**config.mk**
```make
export PLATFORM = sky130hd
export DESIGN_NAME = n_queens_backtrack_solver
export DESIGN_NICKNAME = d
export VERILOG_FILES = /design/src/sv/nqb_pkg.sv /design/src/sv/nqb_cell.sv /design/src/sv/n_queens_backtrack_solver.sv
export SDC_FILE = /design/constraint.sdc
export NUM_CORES = 1
export LEC_CHECK = 0
export ABC_AREA = 1
export BUFFER_PORTS_ARGS = -buffer_cell sky130_fd_sc_hd__buf_2
export CELL_PAD_IN_SITES_DETAIL_PLACEMENT = 1
export CELL_PAD_IN_SITES_GLOBAL_PLACEMENT = 1
export CORE_ASPECT_RATIO = 0.5
export CORE_MARGIN = 1
export CORE_UTILIZATION = 30
export DETAILED_ROUTE_END_ITERATION = 8
export PLACE_DENSITY = 0.67
export SLEW_MARGIN = 20
export SYNTH_ARGS = -nofsm -noshare
export SYNTH_HDL_FRONTEND = slang
export SYNTH_SLANG_ARGS = --single-unit
```
**constraint.sdc**
```tcl
create_clock -name i_clk -period 3.8 [get_ports i_clk]
set_input_delay 0.76 -clock i_clk [delete_from_list [all_inputs] [get_ports i_clk]]
set_output_delay 0.76 -clock i_clk [all_outputs]
set_load 0.01 [all_outputs]
```
**src/sv/nqb_pkg.sv**
```systemverilog
// Package for the n-queens backtracking solver.
// Holds board constants, the diagonal/column mask struct and the controller states.
// No dependencies.
package nqb_pkg;

    localparam int MAX_SIZE = 8;
    localparam int COL_W    = 3;
    localparam int ROW_W    = 3;
    localparam int SIZE_W   = $clog2(MAX_SIZE + 1);
    localparam int CFG_W    = 4;
    localparam logic [CFG_W-1:0] BOARD_RESET = CFG_W'(8);

    // attack masks handed from one row cell to the next
    typedef struct packed {
        logic [MAX_SIZE-1:0] cols;
        logic [MAX_SIZE-1:0] left_diag;
        logic [MAX_SIZE-1:0] right_diag;
    } t_masks;

    typedef enum logic [1:0] {
        S_IDLE,
        S_SEARCH,
        S_EMIT,
        S_NONE
    } t_state;

endpackage

```
**src/sv/nqb_cell.sv**
```systemverilog
// One row cell of the queen chain: stores the queen column of its row and adds
// its attacks to the masks passed down the chain. Depends on nqb_pkg.
module nqb_cell (
    input  logic                   i_clk,
    input  logic                   i_we,
    input  logic [nqb_pkg::COL_W-1:0] i_col_wr,
    input  logic                   i_active,
    input  nqb_pkg::t_masks        i_masks,
    output nqb_pkg::t_masks        o_masks,
    output logic [nqb_pkg::COL_W-1:0] o_col
);
    import nqb_pkg::*;

    logic [COL_W-1:0]    r_col;
    logic [COL_W-1:0]    n_col;
    logic [MAX_SIZE-1:0] queen_bit;

    always_comb begin
        n_col = i_we ? i_col_wr : r_col;
    end

    always_ff @(posedge i_clk) begin
        r_col <= n_col;
    end

    always_comb begin
        queen_bit = '0;
        if (i_active) begin
            queen_bit[r_col] = 1'b1;
        end
    end

    // diagonals move one column per row going down the chain
    assign o_masks.cols       = i_masks.cols | queen_bit;
    assign o_masks.left_diag  = (i_masks.left_diag | queen_bit) << 1;
    assign o_masks.right_diag = (i_masks.right_diag | queen_bit) >> 1;
    assign o_col              = r_col;

endmodule

```
**src/sv/n_queens_backtrack_solver.sv**
```systemverilog
// Top level of the n-queens backtracking solver: controller, row cell chain,
// output register. Depends on nqb_pkg and nqb_cell.
//
// Usage:
//   Input channel (i_valid/o_ready) carries the column of the row-zero queen.
//   Output channel (o_valid/i_ready) returns the first solution, one transfer
//   per row in row order, o_last on the final row. With no solution (or a
//   start column off the board) a single transfer with o_found low, row and
//   column zero and o_last high is returned.
//   i_cfg_we/i_cfg_data write the board size; 0 acts as 1, above 8 acts as 8.
//   Write it only while the block is idle.
// Timing:
//   Each placement or backtrack step of the search is decided by a combinational
//   compare over the cell chain and registered in the row and column
//   registers. Result rows then go out in row order while the
//   receiver takes them. A new query is taken once the previous query's last
//   result is in the output register.
// Reset (synchronous, i_rst_n low) returns to idle with board size 8 and no
// pending result. A stalled receiver holds the output register and the
// controller waits to emit its next result.
module n_queens_backtrack_solver (
    input  logic                        i_clk,
    input  logic                        i_rst_n,
    input  logic                        i_cfg_we,
    input  logic [nqb_pkg::CFG_W-1:0]   i_cfg_data,
    input  logic                        i_valid,
    output logic                        o_ready,
    input  logic [nqb_pkg::COL_W-1:0]   i_start_column,
    output logic                        o_valid,
    input  logic                        i_ready,
    output logic                        o_found,
    output logic [nqb_pkg::ROW_W-1:0]   o_row_index,
    output logic [nqb_pkg::COL_W-1:0]   o_queen_column,
    output logic                        o_last
);
    import nqb_pkg::*;

    t_state             r_state, n_state;
    logic [CFG_W-1:0]   r_board_size;
    logic [SIZE_W-1:0]  r_row, n_row;
    logic [SIZE_W-1:0]  r_col, n_col;
    logic [ROW_W-1:0]   r_k, n_k;
    logic               r_out_valid, n_out_valid;
    logic               r_out_found, n_out_found;
    logic [ROW_W-1:0]   r_out_row, n_out_row;
    logic [COL_W-1:0]   r_out_col, n_out_col;
    logic               r_out_last, n_out_last;

    logic [SIZE_W-1:0]   size_eff;
    logic                in_xfer, out_free;
    t_masks              taps [MAX_SIZE+1];
    logic [COL_W-1:0]    cell_cols [MAX_SIZE];
    logic [MAX_SIZE-1:0] cell_we;
    logic [MAX_SIZE-1:0] cell_active;
    logic [COL_W-1:0]    wr_col;
    logic [ROW_W-1:0]    rd_addr;
    logic [COL_W-1:0]    rd_col;
    logic [MAX_SIZE-1:0] free_cols;
    logic                any_free;
    logic [COL_W-1:0]    low_free;
    logic                place;
    logic [SIZE_W-1:0]   row_back;

    always_comb begin
        if (r_board_size == '0) begin
            size_eff = SIZE_W'(1);
        end else if (r_board_size > CFG_W'(MAX_SIZE)) begin
            size_eff = SIZE_W'(MAX_SIZE);
        end else begin
            size_eff = SIZE_W'(r_board_size);
        end
    end

    assign o_ready  = (r_state == S_IDLE);
    assign in_xfer  = i_valid && o_ready;
    assign out_free = !r_out_valid || i_ready;

    // chain of row cells
    assign taps[0] = '0;
    genvar g;
    generate
        for (g = 0; g < MAX_SIZE; g++) begin : g_cell
            assign cell_active[g] = (SIZE_W'(g) < r_row);
            nqb_cell u_cell (
                .i_clk    (i_clk),
                .i_we     (cell_we[g]),
                .i_col_wr (wr_col),
                .i_active (cell_active[g]),
                .i_masks  (taps[g]),
                .o_masks  (taps[g+1]),
                .o_col    (cell_cols[g])
            );
        end
    endgenerate

    // candidate columns: unattacked, at or above the resume column, on the board
    always_comb begin
        t_masks att;
        att = taps[r_row];
        for (int c = 0; c < MAX_SIZE; c++) begin
            free_cols[c] = !(att.cols[c] || att.left_diag[c] || att.right_diag[c])
                           && (SIZE_W'(c) >= r_col) && (SIZE_W'(c) < size_eff);
        end
        any_free = |free_cols;
        low_free = '0;
        for (int c = MAX_SIZE - 1; c >= 0; c--) begin
            if (free_cols[c]) begin
                low_free = COL_W'(c);
            end
        end
    end

    assign row_back = r_row - SIZE_W'(1);
    assign rd_addr  = (r_state == S_EMIT) ? r_k : ROW_W'(row_back);
    assign rd_col   = cell_cols[rd_addr];
    assign place    = (r_state == S_SEARCH) && (r_row != size_eff) && any_free;
    assign wr_col   = (r_state == S_IDLE) ? i_start_column : low_free;

    always_comb begin
        for (int r = 0; r < MAX_SIZE; r++) begin
            cell_we[r] = place && (r_row == SIZE_W'(r));
        end
        if (in_xfer) begin
            cell_we[0] = 1'b1;
        end
    end

    always_comb begin
        n_state     = r_state;
        n_row       = r_row;
        n_col       = r_col;
        n_k         = r_k;
        n_out_valid = r_out_valid && !i_ready;
        n_out_found = r_out_found;
        n_out_row   = r_out_row;
        n_out_col   = r_out_col;
        n_out_last  = r_out_last;
        case (r_state)
            S_IDLE: begin
                if (in_xfer) begin
                    if (SIZE_W'(i_start_column) >= size_eff) begin
                        n_row   = '0;
                        n_state = S_NONE;
                    end else begin
                        n_row   = SIZE_W'(1);
                        n_col   = '0;
                        n_state = S_SEARCH;
                    end
                end
            end
            S_SEARCH: begin
                if (r_row == size_eff) begin
                    n_k     = '0;
                    n_state = S_EMIT;
                end else if (any_free) begin
                    n_row = r_row + SIZE_W'(1);
                    n_col = '0;
                end else begin
                    // backtrack: resume the previous row past its queen
                    n_row = row_back;
                    n_col = SIZE_W'(rd_col) + SIZE_W'(1);
                    if (row_back == '0) begin
                        n_state = S_NONE;
                    end
                end
            end
            S_EMIT: begin
                if (out_free) begin
                    n_out_valid = 1'b1;
                    n_out_found = 1'b1;
                    n_out_row   = r_k;
                    n_out_col   = rd_col;
                    n_out_last  = (SIZE_W'(r_k) + SIZE_W'(1) == size_eff);
                    n_k         = r_k + ROW_W'(1);
                    if (SIZE_W'(r_k) + SIZE_W'(1) == size_eff) begin
                        n_state = S_IDLE;
                    end
                end
            end
            S_NONE: begin
                if (out_free) begin
                    n_out_valid = 1'b1;
                    n_out_found = 1'b0;
                    n_out_row   = '0;
                    n_out_col   = '0;
                    n_out_last  = 1'b1;
                    n_state     = S_IDLE;
                end
            end
            default: begin
                n_state = S_IDLE;
            end
        endcase
    end

    always_ff @(posedge i_clk) begin
        if (!i_rst_n) begin
            r_state      <= S_IDLE;
            r_board_size <= BOARD_RESET;
            r_row        <= '0;
            r_col        <= '0;
            r_k          <= '0;
            r_out_valid  <= 1'b0;
        end else begin
            r_state     <= n_state;
            r_row       <= n_row;
            r_col       <= n_col;
            r_k         <= n_k;
            r_out_valid <= n_out_valid;
            if (i_cfg_we) begin
                r_board_size <= i_cfg_data;
            end
        end
    end

    always_ff @(posedge i_clk) begin
        r_out_found <= n_out_found;
        r_out_row   <= n_out_row;
        r_out_col   <= n_out_col;
        r_out_last  <= n_out_last;
    end

    assign o_valid        = r_out_valid;
    assign o_found        = r_out_found;
    assign o_row_index    = r_out_row;
    assign o_queen_column = r_out_col;
    assign o_last         = r_out_last;

endmodule

```
==> results.txt <==
----------------------------------------------------
[Critical path]
  RR Endpoint ... r_state[1]
  Largest driver fanout on the critical path ... 11
  CP cell instances ... inv_1 -> ha_1 -> inv_1 -> nand2_1 -> nand2_4 -> inv_1 -> nor2_1 -> inv_1 -> nand3_1 -> nand2_1 -> nand2_1 -> nor2_1 -> nand3_1 -> nand2_1 -> nand2_1 -> nand2_1 -> nor2_4 -> nand2_4 -> nand2_4 -> nand3_1 -> nand2_1 -> nor2_1
  Nature of the critical path endpoint ... register
  CP max stage cell ... dfxtp_1
  Kind of critical path ... reg2reg
  Worst path max stage delay ... around 0.42 ns
  Cell type with the highest occurrence count on the critical path ... nand2_1
  Type of element launching the critical path ... register
  Data arrival time of the critical path ... roughly 3.7 ns
  Beginning of the worst register-to-register path ... r_row[1]
  FF-to-FF path depth ... 22
  Required time at the endpoint of the critical path ... 3.99 ns
  R2R Setup Slk ... 0.28 ns

[Clock network]
  CTS tree ... yes
  Num CTS Buffers ... 5
  Setup fix buffers added after clock tree synthesis ... 0
  Clock-pin slew on the worst setup and hold paths ... approximately 0.070 ns
  Clock latency on the worst-skew pair ... ~0.30 ns
  Maximum level of the CTS H-tree ... 2
  CTS root buf ... clkbuf_16
  Buffers from clock root to sink, at most ... 2
  Clock sinks ... 50

[Floorplanning]
  Starting density of the core ... 31.6%
  Height of the die ... between 90 and 100 um
  Area of the core ... about 17000 um2
  Row count ... 33
  Horizontal die dimension ... between 150 and 200 um
  I/O Pins ... 22
  Die Outline Area ... roughly 18000 um2

[Logic synthesis]
  Proportion of synthesized flip-flops having asynchronous set or reset ... 0%
  Number of unique standard cell types used by synthesis ... roughly 40
  Average size of a mapped cell ... 5.77 um2
  Post-synthesis net count ... ~940
  Total of flip-flops plus latches after synthesis ... 50
  Warnings from Yosys ... 0
  Predominant post-synthesis flop cell ... edfxtp_1
  Post-Synthesis Cells ... between 900 and 1000
  Post-synthesis cell type with the largest combined area ... nand2_1
  EDFF count, synth ... 32
  Biggest area contributors in the synthesized netlist ... nand2_1 20%, edfxtp_1 18%, nand3_1 11%, nor2_1 9.7%, inv_1 7.1%
  Share of the synthesized area in the top cell type ... approximately 20%
  Sequential element share of the synthesized area ... about 25%
  Synthesized cell area ... about 5300 um2

[Cells and area]
  Layout Cells excl Fill ... 1175
  Ratio of cells with drive above 1 in the final layout ... 9.70%
  Fillers ... between 2000 and 2500
  Footprint of the multi-input gates ... approximately 3600 um2
  Number of antenna repair diodes ... 0
  Core Util, Final ... 35.5%
  Most common cell after layout, fill and taps aside ... nand2_1
  Area added between synthesis and finish ... 12.5%
  Sequential cell area ... 1320 um2
  Nets ... a little under 1000
  Commonest non-fill, non-tap cells in the layout ... 281 x nand2_1, 135 x nor2_1, 121 x nand3_1

[GRT]
  Wire length of the first global-routing pass ... 34900 um
  Routing usage on met3 ... under 10%
  Met2 track demand over resource ... just over 40%
  Antenna violations before repair ... 0
  Total overflow reported by the global router ... 0
  Largest net degree at the start of global routing ... between 40 and 50
  Busiest layer in global routing ... met2
  Via count of the first global-routing pass ... ~6000
  Met1 Resource Use GR ... about 36%
  Tot GR Track Use ... around a quarter

[Drt]
  Detail-routed via count per cell ... roughly 5.4
  DR iter-0 viols ... roughly 570
  Routed Antenna Nets ... 0
  Average wire per cell in the routed design ... roughly 19 um
  Vias post-DR ... approximately 6300
  First drt pass iteration count ... 5
  Final routed DRC violation total ... 0
  Total length of routed wires ... ~22000 um

[Min path]
  Worst Hold Path EP ... r_col[0]
  Classification of the worst-slack hold path ... reg2reg
  Hold path cells ... 2
  Hold Startpoint ... r_col[0]

[STA]
  Normalized max-slew margin ... between 50% and 60%
  Highest Clock Rate ... approximately 280 MHz
  Final-report max-slew violation count ... 0
  Final worst path period share ... 92.7%
  Final-report hold violation count ... 0
  Worst-margin pin slew ... between 0.6 and 0.7 ns
  Count of endpoints failing setup in the final report ... 0
  Time the worst path needs with I/O delays and setup ... 3.52 ns
  Setup repair after global routing missed its margin ... no
  Setup total negative slack ... 0 ns
  Worst clock skew on the final layout ... ~0.0051 ns

[Outcome]
  Run status ... finished clean

[Power]
  Power Dens Cells ... roughly 540 nW/um2
  Maximum VDD drop ... between 0.0003 and 0.0004 V
  Leak ... between 3 and 4 nW
  Pwr Total ... 3.21 mW

[Place]
  IO buf count ... 21
  Number of cells in the design after placement ... approximately 1200
  Placer's final routability congestion estimate ... about 1.0
  DP HPWL ... approximately 18000 um

[Job]
  Max-cap check violation count ... 0

----------------------------------------------------
-- through the flow --
stage / instance area [um2] / hold slack, ns / setup WS (ns)
2_1_floorplan: 5320 / 0.459 / 0.644
3_5_place_dp: 5730 / 0.492 / 0.0178
5_1_grt: 5990 / 0.554 / 0.0334
4_1_cts: 5900 / 0.501 / -0.00479
6_report: 5990 / 0.499 / 0.278
3_3_place_gp: 5730 / 0.486 / 0.0691
-- cells in the mapped netlist (5+ instances only) --
| cell | instances |
|---|---|
| inv_1 | 100 |
| o211ai_1 | 7 |
| nand2_2 | 10 |
| xor2_1 | 6 |
| buf_6 | 5 |
| nor2_1 | 137 |
| nor2_2 | 6 |
| o21ai_1 | 5 |
| buf_2 | 7 |
| edfxtp_1 | 32 |
| nand3_1 | 122 |
| inv_2 | 5 |
| o21ai_0 | 44 |
| nand2_1 | 282 |
| ha_1 | 10 |
| dfxtp_1 | 18 |
| clkbuf_1 | 9 |
| nor3_1 | 11 |
| nand4_1 | 20 |
| a21oi_1 | 51 |
-- per-layer routing --
| layer | part of all wire [%] | vias up |
|---|---|---|
| met5 | 0 | - |
| met4 | 2.2 | 0 |
| met3 | 4.8 | 26 |
| met2 | 42 | 187 |
| met1 | 51 | 3013 |
| li1 | - | 3069 |
-- power by group --
| group | internal (mW) | switching (mW) | total, mW |
|---|---|---|---|
| combinational | 0.545 | 1.34 | 1.89 |
| sequential | 0.716 | 0.0822 | 0.798 |
| clock | 0.311 | 0.207 | 0.518 |
| total | 1.57 | 1.63 | 3.21 |
-- cell families after synthesis --
family | after synthesis | synth area share, %
simple gates | 602 | 48.8
compound gates | 123 | 12.7
buf+inv | 129 | 10.0
flops | 50 | 24.8
xor+xnor | 8 | 1.32
fa+ha+maj | 10 | 2.35
-- worst max path at each step --
stage	startpoint	slack [ns]	endpoint
2_1_floorplan	r_row[0]	0.64	g_cell[2].u_cell.o_col[0]
3_3_place_gp	r_row[1]	0.07	g_cell[4].u_cell.o_col[2]
3_5_place_dp	r_row[1]	0.02	g_cell[2].u_cell.o_col[1]
4_1_cts	r_row[1]	-0.005	g_cell[2].u_cell.o_col[1]
5_1_grt	r_row[0]	0.03	g_cell[3].u_cell.o_col[0]
6_report	r_row[1]	0.28	r_state[1]
-- registers in the layout (all words and copies together) (netlist names) --
| name | flops |
|---|---|
| o_last | 1 |
| o_row_index | 3 |
| r_k | 3 |
| r_row | 4 |
| r_board_size | 4 |
| o_queen_column | 3 |
| o_found | 1 |
| r_col | 4 |
| o_valid | 1 |
| r_state | 2 |
| g_cell.u_cell.o_col | 24 |
-- critical path: cells and delay by family, from the launching register on --
kind | cells | cell delay, ns
adders and majority gates | 1 | 0.25
buffers and inverters | 4 | 0.43
DFF | 1 | 0.42
and+or+nand+nor | 17 | 2.29
-- what timing repair did --
action / CTS / global route
setup endpoints to repair: 3 / 24
gates resized for setup: 0 / 18
hold buffers: 0 / 0
hold endpoints to repair: 0 / 0
-- layout make-up --
class / instances / share of cell area, %
Sequential cell: 50 / 22.1
Tap cell: 227 / 4.74
Clock inverter: 3 / 0.752
Timing Repair Buffer: 40 / 4.14
Multi-Input combinational cell: 743 / 59.5
Clock buffer: 5 / 2.09
Inverter: 107 / 6.75
(Power assumes the default switching activity.)
